===== src/rtl/samdc_pkg.sv =====
// package: shared types, constants and tables for the carrier-tracking dc removal block
package samdc_pkg;

    localparam int CORDIC_STAGES = 16;
    localparam int CNT_W         = $clog2(CORDIC_STAGES);
    localparam int CW            = 34;   // cordic datapath width
    localparam int AW            = 36;   // multiplier operand a
    localparam int BW            = 33;   // multiplier operand b
    localparam int PW            = AW + BW;

    localparam logic [29:0] INV_GAIN   = 30'd652032874;
    localparam logic [31:0] HALF_TURN  = 32'h8000_0000;
    localparam logic [31:0] QTR_TURN   = 32'h4000_0000;

    localparam logic [2:0] REG_PROP_GAIN  = 3'd0;
    localparam logic [2:0] REG_INTEG_GAIN = 3'd1;
    localparam logic [2:0] REG_FREQ_LOW   = 3'd2;
    localparam logic [2:0] REG_FREQ_HIGH  = 3'd3;
    localparam logic [2:0] REG_DC_POLE    = 3'd4;

    localparam logic [23:0] PROP_GAIN_RST  = 24'd310535;
    localparam logic [23:0] INTEG_GAIN_RST = 24'd2874;
    localparam logic [31:0] FREQ_LOW_RST   = 32'hFAAA_AAAB;
    localparam logic [30:0] FREQ_HIGH_RST  = 31'd89478485;
    localparam logic [15:0] DC_POLE_RST    = 16'd65529;

    typedef enum logic [3:0] {
        S_IDLE, S_ROT, S_GX, S_GY, S_VINIT, S_VEC, S_GM, S_ERR,
        S_DIFF, S_IG, S_PG, S_LOOP, S_DCI, S_DCQ, S_OUT
    } t_state;

    typedef struct packed {
        logic       vec;     // vectoring mode when set, rotation otherwise
        logic [4:0] shift;   // micro-rotation index
    } t_cordic_ctl;

    localparam logic [31:0] ATAN_TAB [24] = '{
        32'h20000000, 32'h12E4051D, 32'h09FB385B, 32'h051111D4, 32'h028B0D43,
        32'h0145D7E1, 32'h00A2F61E, 32'h00517C55, 32'h0028BE53, 32'h00145F2E,
        32'h000A2F98, 32'h000517CC, 32'h00028BE6, 32'h000145F3, 32'h0000A2F9,
        32'h0000517C, 32'h000028BE, 32'h0000145F, 32'h00000A2F, 32'h00000517,
        32'h0000028B, 32'h00000145, 32'h000000A2, 32'h00000051
    };

    function automatic logic [31:0] atan_of(input logic [4:0] idx);
        logic [31:0] v;
        v = '0;
        if (idx < 5'd24) begin
            v = ATAN_TAB[idx];
        end
        return v;
    endfunction

endpackage


===== src/rtl/samdc_cordic.sv =====
// cordic micro-rotation: one shift-add step, rotation or vectoring mode
module samdc_cordic (
    input  samdc_pkg::t_cordic_ctl       i_ctl,
    input  logic signed [samdc_pkg::CW-1:0] i_x,
    input  logic signed [samdc_pkg::CW-1:0] i_y,
    input  logic signed [samdc_pkg::CW-1:0] i_z,
    output logic signed [samdc_pkg::CW-1:0] o_x,
    output logic signed [samdc_pkg::CW-1:0] o_y,
    output logic signed [samdc_pkg::CW-1:0] o_z
);
    logic signed [samdc_pkg::CW-1:0] xs, ys, at;
    logic                            pos;

    always_comb begin
        xs  = i_x >>> i_ctl.shift;
        ys  = i_y >>> i_ctl.shift;
        at  = $signed({2'b00, samdc_pkg::atan_of(i_ctl.shift)});
        // rotation drives z toward zero, vectoring drives y toward zero
        pos = i_ctl.vec ? i_y[samdc_pkg::CW-1] : ~i_z[samdc_pkg::CW-1];
        if (pos) begin
            o_x = i_x - ys;
            o_y = i_y + xs;
            o_z = i_z - at;
        end else begin
            o_x = i_x + ys;
            o_y = i_y - xs;
            o_z = i_z + at;
        end
    end
endmodule


===== config.mk =====
export PLATFORM = sky130hd
export DESIGN_NAME = samdc_cordic
export DESIGN_NICKNAME = d
export VERILOG_FILES = /design/src/rtl/samdc_pkg.sv /design/src/rtl/samdc_cordic.sv
export SDC_FILE = /design/constraint.sdc
export NUM_CORES = 1
export LEC_CHECK = 0
export ABC_AREA = 1
export BUFFER_PORTS_ARGS = -buffer_cell sky130_fd_sc_hd__buf_2
export CORE_MARGIN = 5
export CORE_UTILIZATION = 50
export DETAILED_ROUTE_END_ITERATION = 10
export GPL_TIMING_DRIVEN = 0
export PLACE_DENSITY = 0.73
export RECOVER_POWER = 25
export SYNTH_ARGS = -nofsm -noshare
export SYNTH_HDL_FRONTEND = slang
export SYNTH_SLANG_ARGS = --single-unit

===== constraint.sdc =====
create_clock -name vclk -period 6.5
set_clock_uncertainty 0.15 [all_clocks]
set_input_delay 0.325 -clock vclk [all_inputs]
set_output_delay 0.325 -clock vclk [all_outputs]
set_load 0.05 [all_outputs]

After elaboration in Yosys (flattened, before gate mapping). Memory sizes are Yosys's and may differ from the RTL's. Index checks and enable logic that the tools add are counted.

Memory bits (read-only): 1024. Bits in writable memories: 0. Bits in latches: 0. Input port bits: 108. Memories: 1. Output and inout port bits: 102. Register bits after elaboration: 0.

Memory list: (name not given) (depth 32, width 32, read ports 1, clocked after Yosys merged registers in 0, wr ports 0, line samdc_pkg.sv:49) `v = ATAN_TAB[idx];`.

Shift operators: 2. Bitwise operators: 2. Div/mod/pow operators: 0. Magnitude comparators: 2. Reductions and logical operators: 0. Multipliers: 0. Add/subtract/negate cells: 6. Equality and inequality tests: 0. Mux-type cells: 7.

Operators with widths (number): 34-bit two-way mux (3); 32-bit two-way mux (3); 34-bit adder (2); 34-bit by 5-bit >>> shifter with 34-bit output (2); 34-bit subtractor (2); 34-bit by 33-bit adder with 34-bit output (1); 34-bit by 33-bit subtractor with 34-bit output (1); 6-bit >= comparator, second input constant (1); 5-bit NOT with 6-bit output (1); 5-bit less-than comparator, second input constant (1); 1-bit two-way mux (1); 1-bit NOT (1).

Depth between registers and ports, before layout.
Word-level depth: 7. Depth in mapped cells: 38. Mapped depth without buffers: 36.

Worst setup path after synthesis. No wires, ideal clock.

Path type: input -> output. From: in i_ctl[0] (netlist name). To: out o_z[27] (netlist name). Data arrival time: 4.611 ns. Stages on the path: 25. Path slack: 1.414 ns. Path buffers: 3. Path through: buf_6 -> inv_2 -> buf_6 -> buf_6 -> ha_1 -> or2_2 -> nand2_1 -> nand2_1 -> nand3_1 -> ha_1 -> nand4_1 -> or2_4 -> nand2_8 -> xor2_1 -> ha_1 -> a21oi_1 -> o21ai_0 -> a21oi_1 -> nand2_1 -> a21oi_1 -> o21ai_0 -> a21o_1 -> nand2_1 -> nand2_1 -> xor2_1.

Longest elaborated chain between the ends: 7.

Ends and longest elaborated chain: from (decl) (line samdc_cordic.sv:3) `input samdc_pkg::t_cordic_ctl i_ctl,`; 5-bit NOT with 6-bit output (implied by the code) (line samdc_pkg.sv:49); memory 32 x 32 bit; 32-bit two-way mux (implied by the code) (2 in series) (line samdc_pkg.sv:49); 32-bit two-way mux (*) (line samdc_pkg.sv:48) `if (idx < 5'd24) begin`; 34-bit by 33-bit adder with 34-bit output / 34-bit by 33-bit subtractor with 34-bit output (equally long branches) (line samdc_cordic.sv:27, samdc_cordic.sv:23); 34-bit two-way mux (*) (line samdc_cordic.sv:20) `if (pos) begin`; to (decl) (line samdc_cordic.sv:9) `output logic signed [samdc_pkg::CW-1:0] o_z`.

Every way passes the cells marked *; elsewhere a longest branch is shown, timed or not. The select of a mux whose other input is x is not followed.

Final worst setup path.
From: in i_y[33] (netlist name). To: out o_y[25] (netlist name).

Longest elaborated chain between the ends: 2.

Ends and longest elaborated chain: from (decl) (line samdc_cordic.sv:5) `input logic signed [samdc_pkg::CW-1:0] i_y,`; 1-bit two-way mux (line samdc_cordic.sv:19) `pos = i_ctl.vec ? i_y[samdc_pkg::CW-1] : ~i_z[samdc_pkg::CW-1];`; 34-bit two-way mux (line samdc_cordic.sv:20); to (decl) (line samdc_cordic.sv:8) `output logic signed [samdc_pkg::CW-1:0] o_y,`.

Every way passes these cells.

==> impl_metrics.tcl <==
set metrics [dict create \
    status "completed" \
    grt_max_degree 14 \
    grt_setup_unrepaired "no" \
    synth_cells 2286 \
    worst_setup_path_end_kind "primary output" \
    ys_top_cells_by_area "nand2_1 25%, nand3_1 15%, ha_1 12%" \
    p_per_area_nw_per_um2 256.2 \
    hold_viol_final 0 \
    required_ns 6.02 \
    wirelength_mm 55.86 \
    routedWlPerCell_microns 19.86 \
    n_clock_buffer 0 \
    syn-num-nets 2506 \
    timing.final.max_slew_violations 0 \
    seq_area_frac_synth_pct 0 \
    synth_area_sq_um 11790 \
    grt_util_all_layers_pct 39.54 \
    m1WireLength_mm 21.79 \
    antenna_found_initial 0 \
    drv_cap 0 \
    fmax_mhz 159.3 \
    cp_max_fo 10 \
    met2WireLength_mm 24.12 \
    final-setup-viol-count 0 \
    grt-ovfl-total 0 \
    synth_top_area_share_pct 25.50 \
    cp.arrival_ns 5.80 \
    routed.top_layer "met4" \
    tightestPinTransition_ns 1.085 \
    worstHoldPathType "in -> out" \
    final_layout_size_suffix_gt1_share_pct 11.99 \
    yosys_warnings 0 \
    dpl.hpwl_mm 46.94 \
    peakVddDrop_v 0.0002603 \
    fin_hold_ws_ns 0.9638 \
    dp.cells 2813 \
    grt_pass1_vias 15546 \
    hold_end "o_y[0]" \
    fin_cells 2812 \
    place_congestion 1.151 \
    avgSynthCellArea_sq_um 5.158 \
    start_kind "primary input" \
    wl_met3_mm 6.642 \
    slew_headroom_pct 27.67 \
    netlist-cell-type-count 48 \
    min_from "i_y[0]" \
    vias 16760 \
    ios 210 \
    coreArea_sq_um 23330 \
    firstDrtPassIters 7 \
    syn2layout_area_growth_pct 12.05 \
    yosys-top-cells-count "801 x nand2_1, 346 x nand3_1, 187 x inv_1" \
    io_buffer_count 208 \
    start_util_pct 50.54 \
    p_leak_nw 7.296 \
    synth_most_common_cell "nand2_1" \
    die_w_microns 163.6 \
    drc 0 \
    seq_cell_count 0 \
    dieArea_sq_um 26750 \
    rows 56 \
    dr.first_iter.drc_count 2148 \
    synth_top_cell_by_area "nand2_1" \
    whs_path_depth 3 \
    seq_area_sq_um 0 \
    routed_via_density 5.960 \
    final_nets 2715 \
    die_h_microns 163.6 \
    period_minus_slack_ns 6.277 \
    final_antenna_net_count 0 \
    worstSetupPathType "in -> out" \
    insertedDiodeCount 0 \
    grt_pass1_wl_mm 83.26 \
    fin_crit_sh_pct 96.57 \
    fin_tns_setup_ns 0 \
]
-- how the worst max path moves through the flow --
stage              from  endpoint  slack [ns]  cells past startpoint
2_1_floorplan  i_ctl[0]   o_z[27]        1.41                     25
3_3_place_gp    i_y[33]   o_y[25]        0.24                     21
3_5_place_dp    i_y[33]   o_y[25]        0.21                     21
4_1_cts         i_y[33]   o_y[25]        0.22                     21
5_1_grt        i_ctl[3]   o_y[25]        0.07                     28
6_report        i_y[33]   o_y[25]        0.22                     21
-- cell type report --
type / count / area (sq um)
buffer: 82 / 439.2
fill: 2611 / 10120
inverter: 202 / 758.2
multi-input combinational: 2001 / 10600
tap: 319 / 399.1
timing repair buffer: 208 / 1015
-- report_power, final --
group | switching, mW | internal (mW) | leakage (nW)
registers | 0 | 0 | 0
clock network | 0 | 0 | 0
logic | 2.53 | 0.853 | 7.30
-- worst max-delay path, stage by stage --
cell and delay, ns:
clkbuf_1 0.24, nand2_1 0.15, o21ai_2 0.24, inv_1 0.16, clkbuf_1 0.69, clkbuf_1 0.86
nand2_1 0.15, xor2_1 0.20, inv_1 0.06, ha_1 0.34, nand2_1 0.10, nand3_1 0.12
a21oi_1 0.24, o21ai_0 0.22, a21oi_1 0.53, o21ai_0 0.32, nand2_1 0.13, nand2_1 0.11
a21oi_1 0.18, xnor2_1 0.13, buf_2 0.29
-- kinds of logic after synthesis --
logic type / after synthesis / synth area share [%]
adder cells (fa/ha/maj): 112 / 12.08
buffers and inverters: 285 / 10.18
AO/OA/AOI/OAI: 296 / 13.67
AND/OR/NAND/NOR: 1418 / 50.96
XOR/XNOR: 175 / 13.13
-- what timing repair did --
item	in CTS	in global routing
resized for setup	0	5
hold buffers	0	0
endpoints found under the setup margin	0	2
buffers inserted	0	0
-- cells in the final DEF, fill, tap and decap left out, drive strengths merged, types with 4 or more instances in the layout --
| cell type | n |
|---|---|
| buf | 248 |
| a21oi | 135 |
| nor2 | 200 |
| xor2 | 120 |
| nand2 | 818 |
| a31oi | 15 |
| o211ai | 8 |
| nand3 | 352 |
| xnor2 | 54 |
| clkbuf | 42 |
| nand4 | 21 |
| o21ai | 105 |
| or2 | 6 |
| ha | 109 |
| o21a | 9 |
| a21o | 4 |
| inv | 201 |
| nor3 | 16 |
-- per-stage QoR --
stage               util [%]  power (mW)  cell area [sq um]  setup WS [ns]
floorplan                  -       2.570              11790          1.414
global placement       56.71       3.320              13230         0.2387
detailed placement     56.71       3.342              13230         0.2107
CTS                    56.71       3.357              13230         0.2186
global route           56.63       3.609              13210        0.06905
finish                 56.63       3.385              13210         0.2228
-- routing by layer --
layer  up-vias  global-route usage [%]
met2      1106                   64.43
met1      7510                   50.67
met5         -                       0
met3       213                   7.065
li1       7931                       -
met4         0                   18.30
(Power assumes the default switching activity.)
